`src/design/quick_disk_track_framer_core_defines.svh`:
```
// Assertion macros shared by the framer RTL.
// Every assertion samples on clk_i and is switched off while rst_ni is low.
`ifndef QUICK_DISK_TRACK_FRAMER_CORE_DEFINES_SVH
`define QUICK_DISK_TRACK_FRAMER_CORE_DEFINES_SVH

// The consequent must hold in the same cycle as the antecedent.
`define QDTF_ASSERT(label, ante, cons, msg) \
  label: assert property (@(posedge clk_i) disable iff (!rst_ni) (ante) |-> (cons)) \
    else $error(msg);

// The consequent must hold in the cycle after the antecedent.
`define QDTF_ASSERT_NEXT(label, ante, cons, msg) \
  label: assert property (@(posedge clk_i) disable iff (!rst_ni) (ante) |=> (cons)) \
    else $error(msg);

`endif

```
`src/design/qdtf_pkg.sv`:
```
package qdtf_pkg;

  localparam int unsigned DEFAULT_SECTOR_BYTES = 128;

  localparam int unsigned BYTE_CNT_W = 12;
  localparam int unsigned SECTOR_CNT_W = 10;
  localparam int unsigned PREAMBLE_W = 12;
  localparam int unsigned SECTORS_W = 10;
  localparam int unsigned TRAILER_W = 10;
  localparam int unsigned LEN_W = BYTE_CNT_W + 1;

  localparam logic [7:0] SYNC_BYTE = 8'h16;
  localparam logic [7:0] ID_MARK = 8'hA5;
  localparam logic [7:0] DATA_MARK = 8'h5A;
  localparam logic [LEN_W-1:0] HEAD_SYNC_LEN = LEN_W'(17);
  localparam logic [LEN_W-1:0] DATA_SYNC_LEN = LEN_W'(10);

  localparam logic [PREAMBLE_W-1:0] PREAMBLE_RESET = PREAMBLE_W'(2500);
  localparam logic [SECTORS_W-1:0] SECTORS_RESET = SECTORS_W'(400);
  localparam logic [TRAILER_W-1:0] TRAILER_RESET = TRAILER_W'(128);

  // Register indexes on the configuration port (word address bits [3:2]).
  localparam int unsigned CFG_ADDR_W = 4;
  localparam logic [1:0] REG_PREAMBLE = 2'd0;
  localparam logic [1:0] REG_SECTORS = 2'd1;
  localparam logic [1:0] REG_TRAILER = 2'd2;

endpackage

```
`src/design/quick_disk_track_framer_core.sv`:
```
// A request is held in the input register and then in the output register before its track
// byte is offered downstream.
// Throughput: one track byte per cycle, sustained while m_axis_tready does not stall the output.
// The input register and the output register let a request enter while a result waits.
// Reset (rst_ni low, asynchronous): pipeline empty, track restarts at the preamble,
// and the registers return to 2500 preamble bytes, 400 sectors and 128 trailer bytes.
`include "quick_disk_track_framer_core_defines.svh"

module quick_disk_track_framer_core
  import qdtf_pkg::*;
#(
  parameter int unsigned SECTOR_BYTES = DEFAULT_SECTOR_BYTES
) (
  input  logic                  clk_i,
  input  logic                  rst_ni,
  // Configuration port
  input  logic                  psel,
  input  logic                  penable,
  input  logic                  pwrite,
  input  logic [CFG_ADDR_W-1:0] paddr,
  input  logic [31:0]           pwdata,
  output logic [31:0]           prdata,
  output logic                  pready,
  // Input stream
  input  logic                  s_axis_tvalid,
  output logic                  s_axis_tready,
  input  logic [7:0]            s_axis_tdata,   // [7:0] payload_byte
  // Output stream
  output logic                  m_axis_tvalid,
  input  logic                  m_axis_tready,
  output logic [7:0]            m_axis_tdata,   // [7:0] track_byte
  output logic                  m_axis_tuser,   // [0] payload_taken
  output logic                  m_axis_tlast    // track_end
);

  // Track layout phases, in the order they are written.
  typedef enum logic [3:0] {
    PH_PREAMBLE,
    PH_HSYNC,
    PH_IDMARK,
    PH_NUMHI,
    PH_NUMLO,
    PH_HSUM,
    PH_DSYNC,
    PH_DMARK,
    PH_DATA,
    PH_DSUM,
    PH_TRAILER
  } phase_e;

  // ---------------------------------------------------------------------------
  // Configuration registers. Writes land on the access cycle of the port;
  // pready is tied high, so no access is ever extended.
  // ---------------------------------------------------------------------------
  logic [PREAMBLE_W-1:0] preamble_len_q;
  logic [SECTORS_W-1:0]  sectors_q;
  logic [TRAILER_W-1:0]  trailer_len_q;
  logic                  cfg_write;

  assign pready    = 1'b1;
  assign cfg_write = psel & penable & pwrite;

  always_ff @(posedge clk_i or negedge rst_ni) begin
    if (!rst_ni) begin
      preamble_len_q <= PREAMBLE_RESET;
      sectors_q      <= SECTORS_RESET;
      trailer_len_q  <= TRAILER_RESET;
    end else if (cfg_write) begin
      unique case (paddr[3:2])
        REG_PREAMBLE: preamble_len_q <= pwdata[PREAMBLE_W-1:0];
        REG_SECTORS:  sectors_q      <= pwdata[SECTORS_W-1:0];
        REG_TRAILER:  trailer_len_q  <= pwdata[TRAILER_W-1:0];
        default:      ;
      endcase
    end
  end

  always_comb begin
    unique case (paddr[3:2])
      REG_PREAMBLE: prdata = 32'(preamble_len_q);
      REG_SECTORS:  prdata = 32'(sectors_q);
      REG_TRAILER:  prdata = 32'(trailer_len_q);
      default:      prdata = 32'd0;
    endcase
  end

  // ---------------------------------------------------------------------------
  // Input register. It holds one request while the output register is stalled,
  // so the upstream side keeps moving as long as this slot is free.
  // ---------------------------------------------------------------------------
  logic       in_valid_q;
  logic [7:0] in_payload_q;
  logic       out_valid_q;
  logic [7:0] out_byte_q;
  logic       out_taken_q;
  logic       out_end_q;
  logic       pipe_adv;
  logic       fire;

  assign pipe_adv      = ~out_valid_q | m_axis_tready;
  assign fire          = in_valid_q & pipe_adv;
  assign s_axis_tready = ~in_valid_q | pipe_adv;

  always_ff @(posedge clk_i or negedge rst_ni) begin
    if (!rst_ni) begin
      in_valid_q <= 1'b0;
    end else if (s_axis_tready) begin
      in_valid_q <= s_axis_tvalid;
    end
  end

  always_ff @(posedge clk_i) begin
    if (s_axis_tready && s_axis_tvalid) begin
      in_payload_q <= s_axis_tdata;
    end
  end

  // ---------------------------------------------------------------------------
  // Framing state: current phase, position inside it, current sector and the
  // two running checksums.
  // ---------------------------------------------------------------------------
  phase_e                  phase_q, phase_d;
  logic [BYTE_CNT_W-1:0]   byte_cnt_q, byte_cnt_d;
  logic [SECTOR_CNT_W-1:0] sector_cnt_q, sector_cnt_d;
  logic [7:0]              header_sum_q, header_sum_d;
  logic [7:0]              data_sum_q, data_sum_d;

  logic pre_zero, sec_zero, trl_zero, all_zero, sector_phase;
  logic one_byte_phase;

  // Effective position after skipping phases that have become empty.
  phase_e                  eff_phase;
  logic [BYTE_CNT_W-1:0]   eff_byte;
  logic [SECTOR_CNT_W-1:0] eff_sector;

  logic [LEN_W-1:0]        phase_len;
  logic [LEN_W-1:0]        next_pos;
  logic                    phase_done;
  logic [SECTOR_CNT_W:0]   number;
  logic [7:0]              byte_d;
  logic                    taken_d;
  logic                    end_d;

  assign pre_zero     = (preamble_len_q == '0);
  assign sec_zero     = (sectors_q == '0);
  assign trl_zero     = (trailer_len_q == '0);
  assign all_zero     = pre_zero & sec_zero & trl_zero;
  assign sector_phase = (phase_q != PH_PREAMBLE) && (phase_q != PH_TRAILER);

  // Marks and checksums occupy a single byte each.
  assign one_byte_phase = (phase_q == PH_IDMARK) || (phase_q == PH_NUMHI) ||
                          (phase_q == PH_NUMLO) || (phase_q == PH_HSUM) ||
                          (phase_q == PH_DMARK) || (phase_q == PH_DSUM);

  // A phase left empty by a register write is skipped before the byte is made.
  // Any skip restarts the position and the sector count.
  always_comb begin
    priority if (all_zero) begin
      eff_phase  = PH_PREAMBLE;
      eff_byte   = '0;
      eff_sector = '0;
    end else if (sector_phase && sec_zero) begin
      eff_phase  = trl_zero ? PH_PREAMBLE : PH_TRAILER;
      eff_byte   = '0;
      eff_sector = '0;
    end else if ((phase_q == PH_PREAMBLE) && pre_zero) begin
      eff_phase  = sec_zero ? PH_TRAILER : PH_HSYNC;
      eff_byte   = '0;
      eff_sector = '0;
    end else if ((phase_q == PH_TRAILER) && trl_zero) begin
      eff_phase  = pre_zero ? PH_HSYNC : PH_PREAMBLE;
      eff_byte   = '0;
      eff_sector = '0;
    end else begin
      eff_phase  = phase_q;
      eff_byte   = byte_cnt_q;
      eff_sector = sector_cnt_q;
    end
  end

  always_comb begin
    unique case (eff_phase)
      PH_PREAMBLE: phase_len = LEN_W'(preamble_len_q);
      PH_HSYNC:    phase_len = HEAD_SYNC_LEN;
      PH_DSYNC:    phase_len = DATA_SYNC_LEN;
      PH_DATA:     phase_len = LEN_W'(SECTOR_BYTES);
      PH_TRAILER:  phase_len = LEN_W'(trailer_len_q);
      default:     phase_len = LEN_W'(1);
    endcase
  end

  assign next_pos   = LEN_W'(eff_byte) + LEN_W'(1);
  assign phase_done = (next_pos >= phase_len);
  assign number     = (SECTOR_CNT_W + 1)'(eff_sector) + (SECTOR_CNT_W + 1)'(1);

  // Byte generation and checksum tracking.
  always_comb begin
    byte_d       = SYNC_BYTE;
    taken_d      = 1'b0;
    header_sum_d = header_sum_q;
    data_sum_d   = data_sum_q;
    if (!all_zero) begin
      unique case (eff_phase)
        PH_IDMARK: byte_d = ID_MARK;
        PH_NUMHI:  byte_d = 8'(number[SECTOR_CNT_W:8]);
        PH_NUMLO: begin
          byte_d       = number[7:0];
          header_sum_d = ID_MARK + 8'(number[SECTOR_CNT_W:8]) + number[7:0];
        end
        PH_HSUM:   byte_d = header_sum_q;
        PH_DMARK: begin
          byte_d     = DATA_MARK;
          data_sum_d = DATA_MARK;
        end
        PH_DATA: begin
          byte_d     = in_payload_q;
          taken_d    = 1'b1;
          data_sum_d = data_sum_q + in_payload_q;
        end
        PH_DSUM:   byte_d = data_sum_q;
        default:   byte_d = SYNC_BYTE;
      endcase
    end
  end

  // Phase sequencing. At the end of a phase the next non-empty phase is picked directly; track_end
  // goes high whenever that step passes the trailer, and on every byte while all lengths are zero.
  always_comb begin
    phase_d      = eff_phase;
    byte_cnt_d   = eff_byte;
    sector_cnt_d = eff_sector;
    end_d        = 1'b0;
    if (all_zero) begin
      phase_d      = PH_PREAMBLE;
      byte_cnt_d   = '0;
      sector_cnt_d = '0;
      end_d        = 1'b1;
    end else if (!phase_done) begin
      byte_cnt_d = next_pos[BYTE_CNT_W-1:0];
    end else begin
      byte_cnt_d = '0;
      unique case (eff_phase)
        PH_TRAILER: begin
          end_d        = 1'b1;
          sector_cnt_d = '0;
          if (!pre_zero) begin
            phase_d = PH_PREAMBLE;
          end else if (!sec_zero) begin
            phase_d = PH_HSYNC;
          end else begin
            phase_d = PH_TRAILER;
          end
        end
        PH_PREAMBLE: begin
          sector_cnt_d = '0;
          if (!sec_zero) begin
            phase_d = PH_HSYNC;
          end else if (!trl_zero) begin
            phase_d = PH_TRAILER;
          end else begin
            phase_d = PH_PREAMBLE;
            end_d   = 1'b1;
          end
        end
        PH_DSUM: begin
          if (number >= (SECTOR_CNT_W + 1)'(sectors_q)) begin
            if (!trl_zero) begin
              phase_d = PH_TRAILER;
            end else begin
              end_d        = 1'b1;
              sector_cnt_d = '0;
              phase_d      = pre_zero ? PH_HSYNC : PH_PREAMBLE;
            end
          end else begin
            sector_cnt_d = number[SECTOR_CNT_W-1:0];
            phase_d      = PH_HSYNC;
          end
        end
        PH_HSYNC:  phase_d = PH_IDMARK;
        PH_IDMARK: phase_d = PH_NUMHI;
        PH_NUMHI:  phase_d = PH_NUMLO;
        PH_NUMLO:  phase_d = PH_HSUM;
        PH_HSUM:   phase_d = PH_DSYNC;
        PH_DSYNC:  phase_d = PH_DMARK;
        PH_DMARK:  phase_d = PH_DATA;
        PH_DATA:   phase_d = PH_DSUM;
        default:   phase_d = PH_PREAMBLE;
      endcase
    end
  end

  // Framing state and the output register move together: the byte made from
  // the waiting request is captured in the same edge that advances the phase.
  always_ff @(posedge clk_i or negedge rst_ni) begin
    if (!rst_ni) begin
      phase_q      <= PH_PREAMBLE;
      byte_cnt_q   <= '0;
      sector_cnt_q <= '0;
      header_sum_q <= '0;
      data_sum_q   <= '0;
      out_valid_q  <= 1'b0;
      out_byte_q   <= '0;
      out_taken_q  <= 1'b0;
      out_end_q    <= 1'b0;
    end else begin
      if (pipe_adv) begin
        out_valid_q <= in_valid_q;
      end
      if (fire) begin
        phase_q      <= phase_d;
        byte_cnt_q   <= byte_cnt_d;
        sector_cnt_q <= sector_cnt_d;
        header_sum_q <= header_sum_d;
        data_sum_q   <= data_sum_d;
        out_byte_q   <= byte_d;
        out_taken_q  <= taken_d;
        out_end_q    <= end_d;
      end
    end
  end

  // ---------------------------------------------------------------------------
  // Output register.
  // ---------------------------------------------------------------------------
  assign m_axis_tvalid = out_valid_q;
  assign m_axis_tdata  = out_byte_q;
  assign m_axis_tuser  = out_taken_q;
  assign m_axis_tlast  = out_end_q;

  // ---------------------------------------------------------------------------
  // Assertions
  // ---------------------------------------------------------------------------
  // A payload byte is never the last byte of a track.
  `QDTF_ASSERT(a_taken_not_end, out_valid_q, !(out_taken_q && out_end_q), "payload at track end")
  // Single-byte phases always sit at position zero.
  `QDTF_ASSERT(a_short_phase_pos, one_byte_phase, byte_cnt_q == '0, "count in one-byte phase")
  // A request held in the input register is not dropped while the output stalls.
  `QDTF_ASSERT_NEXT(a_input_held, in_valid_q && !pipe_adv, in_valid_q, "stalled request lost")
  // A result only appears when a request was waiting in the input register.
  `QDTF_ASSERT(a_out_from_in, $rose(out_valid_q), $past(in_valid_q), "result without request")

endmodule
```
`config.mk`:
```
export PLATFORM = sky130hd
export DESIGN_NAME = quick_disk_track_framer_core
export DESIGN_NICKNAME = d
export VERILOG_FILES = /design/src/design/qdtf_pkg.sv /design/src/design/quick_disk_track_framer_core.sv
export VERILOG_INCLUDE_DIRS = /design/src /design/src/design
export SDC_FILE = /design/constraint.sdc
export NUM_CORES = 1
export LEC_CHECK = 0
export BUFFER_PORTS_ARGS = -buffer_cell sky130_fd_sc_hd__buf_4
export CORE_MARGIN = 2
export CORE_UTILIZATION = 50
export DETAILED_ROUTE_END_ITERATION = 8
export GPL_ROUTABILITY_DRIVEN = 1
export PLACE_DENSITY = 0.71
export SYNTH_ARGS = -nofsm -noshare
export SYNTH_HDL_FRONTEND = slang
export SYNTH_SLANG_ARGS = --single-unit
```
`constraint.sdc`:
```
create_clock -name clk_i -period 5.2 [get_ports clk_i]
set_input_delay 0.78 -clock clk_i [delete_from_list [all_inputs] [get_ports clk_i]]
set_output_delay 0.78 -clock clk_i [all_outputs]
set_load 0.05 [all_outputs]
```
; ---- Word-level counts from Yosys, hierarchy flattened
; Cells that the tools add are included.
[classes]
n_addsub = 5
reduce_logical = 19
n_bitwise = 10
n_eq_ne = 14
n_mux = 42
n_lt_le_gt_ge = 2
[op_table]
columns = op, count
row1 = $mux W10, 8
row2 = $mux W12, 6
row3 = $pmux W12 S5, 1
row4 = $pmux W8 S7, 1
row5 = $mux W4, 12
row6 = $pmux W4 S11, 1
row7 = $pmux W12 S3, 1
row8 = $logic_not A10 Y1, 2
row9 = $pmux W10 S2, 1
row10 = $add A8 B8 Y8, 2
row11 = $eq A4 B3 Y1 const B, 4
row12 = $eq A4 B4 Y1 const B, 4
row13 = $pmux W8 S2, 1
row14 = $add A12 B1 Y13 const B, 1
row15 = $ge A13 B13 Y1, 1
row16 = $logic_not A12 Y1, 1
row17 = $add A10 B1 Y11 const B, 1
row18 = $ge A11 B10 Y1, 1
row19 = $add A8 B3 Y8 const A, 1
row20 = $eq A4 B2 Y1 const B, 2
row21 = $logic_not A4 Y1, 2
row22 = $mux W1, 8
row23 = $mux W8, 1
row24 = $reduce_and A2 Y1, 3
row25 = other kinds (14), 26
[totals]
inputBits = 51
register_bits = 94
elab_cells = 106
output_inout_bits = 45

; ---- Logic depth before layout (Yosys ltp)
; Gate-level depths: netlist of the first run.
[logic_depth]
word_depth = 12
ltp_mapped = 22
ltp_nobuf = 20

; ---- Worst setup path after synthesis of the first run
; No wires, ideal clock.
[synth_path]
path_kind = register to register
from = register sectors_q[0]
to = register sector_cnt_q[1]
setup_slack_ns = 0.468
setup_time_ns = 0.121
t_required_ns = 5.079
path_stages_with_launch = 19
path_buffers = 2
t_arrival_ns = 4.611
period_less_slack_ns = 4.732
cell_sequence = dfrtp_1 nor4_4 a31oi_1 or4b_1 buf_2 and2_1 ha_1 and3_1 and3_1 xnor2_1 nor2_1 ha_1 o21ai_0 or4_1 a31oi_1 nor3_4 and4_1 buf_4 a22o_1
[synth_between]
elab_chain_len = 10
elab_cells_between_ends = 29
classes_between = 2 x add/sub / 2 x order compare / 5 x eq/ne / 14 x mux / 2 x bitwise / 4 x reduce/logical
[synth_lines]
columns = element, line_no
row1 = start: declaration, quick_disk_track_framer_core.sv:56  ; logic [SECTORS_W-1:0] sectors_q;
row2 = start signal: assignment, quick_disk_track_framer_core.sv:71  ; REG_SECTORS: sectors_q <= pwdata[SECTORS_W-1:0];
row3 = $logic_not A10 Y1, quick_disk_track_framer_core.sv:145  ; assign sec_zero = (sectors_q == '0);
row4 = "$and A1 B1 Y1, or another cell as far along (2 in series)", quick_disk_track_framer_core.sv:147  ; assign all_zero = pre_zero & sec_zero & trl_zero;
row5 = $mux W10 / $mux W4 (equally long branches), "quick_disk_track_framer_core.sv:158, quick_disk_track_framer_core.sv:162"
row6 = $add A10 B1 Y11 / $mux W4 (equally long branches), "quick_disk_track_framer_core.sv:194, quick_disk_track_framer_core.sv:158"
row7 = "$ge A11 B10 Y1, or another cell as far along", quick_disk_track_framer_core.sv:266  ; if (number >= (SECTOR_CNT_W + 1)'(sectors_q)) begin
row8 = "$mux W10, or another cell as far along", quick_disk_track_framer_core.sv:266
row9 = $pmux W10 S2 / $ge A13 B13 Y1 (equally long branches), "quick_disk_track_framer_core.sv:242, quick_disk_track_framer_core.sv:193"
row10 = $mux W10, quick_disk_track_framer_core.sv:238  ; end else if (!phase_done) begin
row11 = $mux W10 *, quick_disk_track_framer_core.sv:233  ; if (all_zero) begin
row12 = end signal: assignment, quick_disk_track_framer_core.sv:312  ; sector_cnt_q <= sector_cnt_d;
row13 = end: declaration, quick_disk_track_framer_core.sv:124  ; logic [SECTOR_CNT_W-1:0] sector_cnt_q, sector_cnt_d;
; Mark *: on every way between the ends. The rest lies on a longest branch, timed or not.
; A chain may end at the register's enable or synchronous reset.

; ---- Worst setup path in the final report of the first run
[layout_path]
from = register trailer_len_q[8]
to = register sector_cnt_q[1]
[layout_between]
elab_chain_len = 12
elab_cells_between_ends = 33
classes_between = 2 x add/sub / 2 x order compare / 5 x eq/ne / 19 x mux / 1 x bitwise / 4 x reduce/logical
[layout_lines]
columns = element, line_no
row1 = start: declaration, quick_disk_track_framer_core.sv:57  ; logic [TRAILER_W-1:0] trailer_len_q;
row2 = start signal: assignment, quick_disk_track_framer_core.sv:72  ; REG_TRAILER: trailer_len_q <= pwdata[TRAILER_W-1:0];
row3 = $logic_not A10 Y1, quick_disk_track_framer_core.sv:146  ; assign trl_zero = (trailer_len_q == '0);
row4 = $logic_and A1 B1 Y1, quick_disk_track_framer_core.sv:170  ; end else if ((phase_q == PH_TRAILER) && trl_zero) begin
row5 = $mux W10, quick_disk_track_framer_core.sv:170
row6 = $mux W10, quick_disk_track_framer_core.sv:166  ; end else if ((phase_q == PH_PREAMBLE) && pre_zero) begin
row7 = $mux W10, quick_disk_track_framer_core.sv:162  ; end else if (sector_phase && sec_zero) begin
row8 = $mux W10, quick_disk_track_framer_core.sv:158  ; priority if (all_zero) begin
row9 = $add A10 B1 Y11, quick_disk_track_framer_core.sv:194  ; assign number = (SECTOR_CNT_W + 1)'(eff_sector) + (SECTOR_CNT_W + 1)'(1);
row10 = $ge A11 B10 Y1, quick_disk_track_framer_core.sv:266
row11 = $mux W10, quick_disk_track_framer_core.sv:266
row12 = $pmux W10 S2, quick_disk_track_framer_core.sv:242  ; unique case (eff_phase)
row13 = $mux W10, quick_disk_track_framer_core.sv:238
row14 = $mux W10 *, quick_disk_track_framer_core.sv:233
; Marked as above.

==> results.txt, run 1 <==
The number of buffers created by CTS came out at 9. The count of cells resized by post-cts repair came out at 0. The repair_antennas step left the layout with diodes totalling 0. The area growth from synthesis to layout came out at 14.6%. By area, the combinational part of the netlist is dominated by compound AO/OA/AOI/OAI gates. For this run, global-route usage on met1 was measured as 35.0%. STA classifies the critical path endpoint as a register. The shortest period the worst path allows is 5.01 ns.

The instance area after placement came out at 0.00716 mm^2. The maximum buffer depth of the clock tree is 2. The arrival time at the worst endpoint came out at 5.26 ns. TritonCTS built the clock tree.

The critical path is of the register to register type. The number of nets with antenna violations after routing came out at 0. In this run the most critical hold path is launched from m_axis_tuser.

The hold violation total from the final report is 0. The share of total power dissipated in sequential elements is between 30% and 40%. The count of mapped cells out of synthesis came out at 690.

The actual transition at the worst max-transition pin came out at 1.11 ns. The share of layout cells above drive strength 1 is between 20% and 30%. The die is 118 um tall. The multiplexer fraction of the synthesized cell area is 6.96%. Entering global routing, the biggest net connects 87 pins. The detailed-route vias per instance is 6.02.

The Yosys warning count came out at 0. The violation count after the first detailed-route iteration came out at 414. Yosys mapped a number of flops with a built-in enable equal to 8. The data required time at the worst endpoint came out at 5.45 ns. After Yosys synthesis, XOR and XNOR cells account for 2.82% of the synthesized area. The post-synthesis share of cell area spent on and, or, nand and nor gates came out at around a fifth.

The via count of the first global-routing pass is 5459. In this run the critical register-to-register path is launched from trailer_len_q[8]. By area the synthesized netlist is led by sky130_fd_sc_hd__dfrtp_1 30%, sky130_fd_sc_hd__ha_1 7.5%, sky130_fd_sc_hd__mux2_2 4.7%, sky130_fd_sc_hd__nand2_1 4.0%, sky130_fd_sc_hd__edfxtp_1 3.7%. The global-route congestion overflow total came out at 0. The synthesized design devotes to its leading area cell type 29.5% of total area.

The first detailed-routing pass took 5 iterations. The TritonCTS sink count came out at 94. The initial antenna violation count was 0. For this run, the register share of the synthesized area comes to a little under two fifths.

The number of slew-limit violations in the final report came out at 0. The synthesized netlist devotes 8.09% of its cell area to adder and majority cells. The remaining max-slew budget at the tightest pin is 26.0%. The count of distinct cell types in the synthesized netlist came out at 80. The estimated wirelength of the detail-placed design came out at approximately 13000 um. The global placement routability congestion is 0.947. The worst hold path terminates at m_axis_tuser.

Summed over all layers, the routed wires come to 17800 um. The worst setup slack for register-to-register paths is 0.19 ns. The wire length per cell came out at roughly 19 um. The H-tree was split into 3 levels. Dividing total power by cell area gives a power density of between 400 and 500 mW/mm^2. The net switching power figure came out at 1.40 mW. Setup repair after global routing left no endpoint under its margin. The DRC violation count after routing is 0. In this run the static leakage power is 3.34 nW. The switching part of the total came out at between 40% and 50%. The count of buffers added on input and output ports is 52. The register bit count reported by yosys came out at 94.

The setup fix buffers added after clock tree synthesis came out at 0. In this run the critical register-to-register path is captured at sector_cnt_q[1]. The timing-limited maximum frequency came out at 200 MHz.

In this run the core area contains 41 standard-cell rows. The worst hold path belongs to the class register to register. Among all stages on the critical path, the largest delay is contributed by sky130_fd_sc_hd__or4b_1. In the final timing run, aggregate negative setup slack is 0 ns.

For this design the top-level I/O count stands at 96. IR analysis of the VDD net gives a maximum drop of approximately 260 uV. Traced cell by cell, the critical path runs through nor4_1 > a31oi_1 > or4b_1 > buf_4 > and2_1 > ha_1 > and4_1 > nand3_1 > xor2_1 > nor2_1 > ha_1 > and4_1 > and4_1 > a211oi_2 > nand2_1 > and4_1 > a22o_1.

Internal power comes to 1.92 mW. The final critical path takes up 96.4% of the cycle. After synthesis, the share of flip-flops with an asynchronous set or reset is 91.5%. Global routing used 42.8% of the available met2 tracks. The chip width is 118 um. The area enclosed by the die boundary came out at roughly 0.014 mm^2. The startpoint type of the worst setup path is a register.

The maximum single-stage delay on the critical path is between 0.5 and 0.6 ns. The most repeated library cell on the critical path is sky130_fd_sc_hd__and4_1. The clock group share of total power is 22.0%. Setup violations remaining at the end of the flow were counted as 0. The first-pass GRT wire length came out at 28800 um. The largest fanout of any net on the critical path came out at 9. The latest clock arrival within the worst-skew pair is 0.36 ns. The flow ran to the end, and the final reports show no timing, DRC or antenna violations. The complex-gate fraction of the synthesized area is 20.7%. The final clock skew is 0.00687 ns. After synthesis the cells add up to 0.00653 mm^2. The area of the placeable core is 0.0127 mm^2.

The total vias in the final route is roughly 5600. The cell depth of the worst min-delay path is 1. The worst register-to-register path has a depth of 17. The mean post-synth cell area came out at 9.46 um^2. In this run the most used layer during global routing was met2. The max-capacitance violation count came out at 0.

For this run, the leading register cell type out of synthesis is sky130_fd_sc_hd__dfrtp_1. The cell taking the most area after synthesis is sky130_fd_sc_hd__dfrtp_1. The met3 capacity usage during global routing is ~3.3%. Global routing used between 20% and 30% of the available tracks across all layers. The starting utilization of the core area is 51.5%. After routing the design area is 0.00748 mm^2.

The number of nets in the final layout is between 800 and 900. The post-CTS clock slew at the launch and capture registers of the worst setup and hold paths came out at approximately 0.070 ns. The hold buffer count at CTS came out at 0. The logic gate share of total power came out at a little under half. CTS placed an instance of sky130_fd_sc_hd__clkbuf_16 at the clock tree root.
-- critical path: cells and delay by family (launching register included) --
family          cells  cell delay, ns
xor+xnor            1            0.17
flops               1            0.44
simple gates       10            2.60
buf+inv             1            0.21
fa+ha+maj           2            0.57
compound gates      3            0.90
-- power by group through the flow --
stage               Combinational [mW]  Clock, mW  Sequential [mW]
floorplan                         1.07          0             1.06
global placement                  1.44          0             1.08
detailed placement                1.48          0             1.08
CTS                               1.49      0.743             1.07
global route                      1.65      0.775             1.09
finish                            1.51      0.731             1.08
-- layer usage --
layer  wire [um]  share of wire, %
met4         400               2.2
met1        7970                45
met3         992               5.6
met2        8460                47
met5           0                 0
-- flip-flops by register name (all words and copies together) (netlist names), 4 cells and up --
register,flops
byte_cnt_q,12
sectors_q,10
data_sum_q,8
in_payload_q,8
sector_cnt_q,10
m_axis_tdata,8
trailer_len_q,10
phase_q,4
header_sum_q,8
preamble_len_q,12
-- metrics by stage --
step / hold slack (ns) / power [mW] / setup slack (ns) / std cells / util, %
after floorplan: 0.446 / 2.13 / 0.468 / 709 / -
after global placement: 0.460 / 2.51 / 0.382 / 917 / 56.5
after detailed placement: 0.472 / 2.56 / 0.262 / 917 / 56.5
after CTS: 0.488 / 3.31 / 0.238 / 933 / 59.1
after global routing: 0.512 / 3.52 / 0.0120 / 933 / 59.1
final: 0.484 / 3.32 / 0.189 / 933 / 59.1
-- cell type report --
class | instances | area, um^2
Clock inverter | 6 | 93.8
Sequential cell | 94 | 2400
Timing Repair Buffer | 83 | 623
Multi-Input combinational cell | 544 | 3830
Tap cell | 172 | 215
Fill cell | 1098 | 5190
Inverter | 24 | 90.1
Clock buffer | 10 | 229
-- cell usage after synthesis, drive strengths merged (4+ instances only) --
cell	count
and4	5
clkbuf	14
o31a	4
o22ai	4
and3	13
buf	33
and2	12
dfrtp	77
mux2i	15
edfxtp	8
a21oi	42
nor3	9
o21a	10
dfstp	9
nand3	17
xor2	6
nand2	70
a21o	6
mux2	27
nor2	55
a22o	19
nor4	9
o221ai	5
nor2b	7
o21ai	52
ha	39
nand2b	12
a22oi	12
inv	24
a31oi	7
xnor2	15
-- worst max path at each step --
| stage | cells past startpoint | slack, ns | startpoint | end |
|---|---|---|---|---|
| 6_report | 17 | 0.19 | trailer_len_q[8] | sector_cnt_q[1] |
| 5_1_grt | 20 | 0.01 | trailer_len_q[8] | header_sum_q[7] |
| 4_1_cts | 17 | 0.24 | sectors_q[6] | sector_cnt_q[1] |
| 3_5_place_dp | 17 | 0.26 | sectors_q[6] | sector_cnt_q[1] |
| 3_3_place_gp | 17 | 0.38 | phase_q[2] | sector_cnt_q[1] |
| 2_1_floorplan | 18 | 0.47 | sectors_q[0] | sector_cnt_q[1] |
-- layout by cell type (no fill, tap or decap), types with 21 or more instances in the layout --
cell / synthesis / final
sky130_fd_sc_hd__o21ai_0: 38 / 38
sky130_fd_sc_hd__nand2_1: 70 / 70
sky130_fd_sc_hd__ha_1: 39 / 39
sky130_fd_sc_hd__buf_4: 22 / 83
sky130_fd_sc_hd__inv_1: 24 / 24
sky130_fd_sc_hd__nor2_1: 53 / 53
sky130_fd_sc_hd__conb_1: 2 / 21
sky130_fd_sc_hd__a21oi_1: 41 / 41
sky130_fd_sc_hd__mux2_2: 27 / 27
sky130_fd_sc_hd__dfrtp_1: 77 / 77
-- logic make-up after synthesis --
logic type      after synthesis
xor+xnor                     21
buf+inv                      71
mux                          42
fa+ha+maj                    41
compound gates              195
flops                        94
other cells                   2
simple gates                224
(Power assumes the default switching activity.)
==> run 2: changes to the inputs <==
--- a/config.mk
+++ b/config.mk
@@ -11,7 +11,7 @@
 export CORE_UTILIZATION = 50
 export DETAILED_ROUTE_END_ITERATION = 8
 export GPL_ROUTABILITY_DRIVEN = 1
-export PLACE_DENSITY = 0.71
+export PLACE_DENSITY = 0.83
 export SYNTH_ARGS = -nofsm -noshare
 export SYNTH_HDL_FRONTEND = slang
 export SYNTH_SLANG_ARGS = --single-unit
==> run 2 against run 1 <==
  * Flip-flop and latch count unchanged
  * Clock skew up 0.0041 ns
  * Clock-buffer cell count is 1 higher
  * Highest routed layer unchanged
==> results.txt, run 2 (synthesized netlist as in run 1, its figures left out) <==
The wire length per cell is 18.4 um (-3.6%). The area of the placeable core came out at 0.0127 mm^2 (unchanged). The overall track demand over capacity in global routing came to 24.7% (-1.4 points). The number of non-filler instances in the completed layout is 924 (-0.96%). The post-placement worst setup slack is 0.286 ns (+0.0247 ns).

The global placement routability congestion is 0.976 (+3.0%). The H-tree depth is 3 (unchanged). The worst voltage drop across the vdd grid came out at 247 uV (-5.7%). The setup violation total in the final timing report is 0 (unchanged). The number of nets with antenna violations after routing is 0 (unchanged). The number of nets in the final layout is 839 (-1.1%). The library cell used most frequently in the layout, excluding fill and tap cells, is sky130_fd_sc_hd__dfrtp_1.

The via count of the first global-routing pass came out at 5450 (-0.16%). The DRC violation count after routing is 0 (unchanged). The estimated wirelength of the detail-placed design was 12800 um (-4.3%). The pin count of the biggest net entering global routing is 60 (-31%). The area enclosed by the die boundary came out at 0.0140 mm^2 (unchanged). The number of buffers added on ports is 52 (unchanged). TritonCTS built the clock tree. The max-capacitance violation count came out at 0 (unchanged).

The post-CTS clock slew at the launch and capture registers of the worst setup and hold paths is 0.07 ns (about the same). The detailed-route vias per instance is 6.14 (+2.0%). The first-pass GRT wire length is 27800 um (-3.2%). The share of layout cells above drive strength 1 is 20.5% (-0.81 points).

The instance area after placement is 0.00709 mm^2 (-0.94%). The total I/O pin count is 96 (unchanged). The total vias in the final route came out at 5675 (+0.98%). The hold buffer count at CTS came out at 0 (unchanged). The starting utilization of the core area came out at 51.5% (unchanged). The arrival time at the worst endpoint came to 5.21 ns (-0.05 ns). The worst-case hold slack is 0.341 ns (-0.143 ns). The violation count after the first detailed-route iteration is 722 (+74%). The height of the die came out at 118 um (unchanged).

STA classifies the critical path endpoint as a register. The number of iterations in the first detailed-routing pass came out at 6 (+1). The TritonCTS sink count is 94 (unchanged). The timing-limited maximum frequency came out at 201 MHz (+0.62%).

The power density over the cells is 443 mW/mm^2 (about the same). The setup total negative slack came out at 0 ns (unchanged). The tree is rooted in a sky130_fd_sc_hd__clkbuf_16.

The maximum buffer depth of the clock tree is 2 (unchanged). The cell leakage power came to 3.29 nW (-1.5%). The chip width was 118 um (unchanged). From synthesis to final layout, the design area changed by 13.5%.

The final instance area came out at 0.00741 mm^2 (-0.97%). Setup repair after global routing left no endpoint under its margin. The filler cell count is 1064 (-3.1%). The flow ran to the end, and the final reports show no timing, DRC or antenna violations. The actual transition at the worst max-transition pin is 1.04 ns (-0.0693 ns). The antenna diode count came to 0 (unchanged). The final clock skew came to 0.0110 ns (+0.00412 ns).

The standard-cell row count came out at 41 (unchanged). The hold violation total from the final report came to 0 (unchanged). In the layout the commonest cells are 77 x sky130_fd_sc_hd__dfrtp_1, 74 x sky130_fd_sc_hd__buf_4, 70 x sky130_fd_sc_hd__nand2_1, 53 x sky130_fd_sc_hd__nor2_1, 41 x sky130_fd_sc_hd__a21oi_1. The largest fanout of any net on the critical path came to 7 (-2). The remaining max-slew budget at the tightest pin came out at 30.1% (+4.1 points). The shortest period the worst path allows came out at 4.98 ns (-0.0309 ns). The final wirelength came to 17000 um (-4.5%). The critical path is of the register to register type. The number of buffers created by CTS came out at 9 (unchanged). The post-route worst setup slack is 0.220 ns (+0.0309 ns).

The largest registers in the layout are byte_cnt_q: 12 flops, preamble_len_q: 12 flops. The data required time at the worst endpoint is 5.43 ns (-0.02 ns). The post-route fraction of the period consumed by the critical path is 95.8% (-0.59 points). The number of slew-limit violations in the final report came out at 0 (unchanged). The latest clock arrival within the worst-skew pair came to 0.35 ns (about the same). The initial antenna violation count came out at 0 (unchanged). The worst min-delay path class is input pin to asynchronous set/reset pin. The worst setup path is launched from a register.

The total placed cells including tap cells is 908 (-0.98%). The global-route congestion overflow total is 0 (unchanged). The path depth of the worst reg2reg path is 17 (unchanged).
==> run 2: changes by cell type in the layout (fill, tap and decap cells not counted) <==
cell	delta
sky130_fd_sc_hd__clkinv_4	-1
sky130_fd_sc_hd__inv_8	-1
sky130_fd_sc_hd__clkinv_2	+2
sky130_fd_sc_hd__a32oi_2	+1
sky130_fd_sc_hd__inv_6	+1
sky130_fd_sc_hd__buf_4	-9
sky130_fd_sc_hd__bufinv_16	-1
sky130_fd_sc_hd__inv_4	-1
sky130_fd_sc_hd__a32oi_1	-1
sky130_fd_sc_hd__clkbuf_16	+1
==> run 2: worst paths after layout <==
kind                                  start          endpoint  slack, ns
min reg2reg                    m_axis_tuser      m_axis_tuser       0.48
max in group asynchronous            rst_ni   sector_cnt_q[1]       3.77
max reg2reg                trailer_len_q[8]   sector_cnt_q[1]       0.22
min in group clk_i             m_axis_tuser      m_axis_tuser       0.48
max                        trailer_len_q[8]   sector_cnt_q[1]       0.22
min                                  rst_ni  trailer_len_q[8]       0.34
==> run 2: worst max-delay path: stages, from the launching register on <==
cell	delay, ns
sky130_fd_sc_hd__dfrtp_1	0.43
sky130_fd_sc_hd__nor4_1	0.46
sky130_fd_sc_hd__a31oi_1	0.26
sky130_fd_sc_hd__or4b_1	0.60
sky130_fd_sc_hd__and2_1	0.22
sky130_fd_sc_hd__ha_1	0.21
sky130_fd_sc_hd__and3_1	0.21
sky130_fd_sc_hd__and3_1	0.24
sky130_fd_sc_hd__xnor2_1	0.14
sky130_fd_sc_hd__nor2_1	0.27
sky130_fd_sc_hd__ha_1	0.23
sky130_fd_sc_hd__o21ai_0	0.12
sky130_fd_sc_hd__or4_1	0.49
sky130_fd_sc_hd__a31oi_1	0.18
sky130_fd_sc_hd__buf_4	0.16
sky130_fd_sc_hd__nor3_4	0.06
sky130_fd_sc_hd__and4_1	0.32
sky130_fd_sc_hd__a22o_1	0.26
==> run 2: metal layers <==
layer	wire length, um	track usage (%)
met2	7860	38.9
met3	1300	4.30
met5	0	0
met1	7350	34.0
met4	510	8.96
==> run 2: through the flow <==
| step | util (%) | total power, mW |
|---|---|---|
| after detailed placement | 56.0 | 2.56 |
| after floorplan | - | 2.13 |
| after global routing | 58.5 | 3.46 |
| final | 58.5 | 3.29 |
| after CTS | 58.4 | 3.25 |
| after global placement | 56.0 | 2.50 |
==> run 2: final cells by class <==
cell class / count / area [um^2] / share of cell area (%)
repair buffers: 74 / 556 / 7.50
inverters: 24 / 90.1 / 1.22
clock inverters: 5 / 56.3 / 0.760
well taps: 172 / 215 / 2.90
clock buffers: 11 / 254 / 3.43
flip-flops and latches: 94 / 2400 / 32.4
multi-input cells: 544 / 3830 / 51.8
==> run 2: power by group <==
group / leakage, nW / switching, mW / internal (mW) / total, mW
Sequential: 1.15 / 0.177 / 0.899 / 1.08
Clock: 0.151 / 0.284 / 0.402 / 0.686
Combinational: 1.99 / 0.939 / 0.584 / 1.52
Total: 3.29 / 1.40 / 1.89 / 3.29
==> run 2: what timing repair did <==
item                                    CTS  global route
hold endpoints to repair                  0             0
setup buffers                             0             0
endpoints found under the setup margin    0             2
resized for setup                         0             1
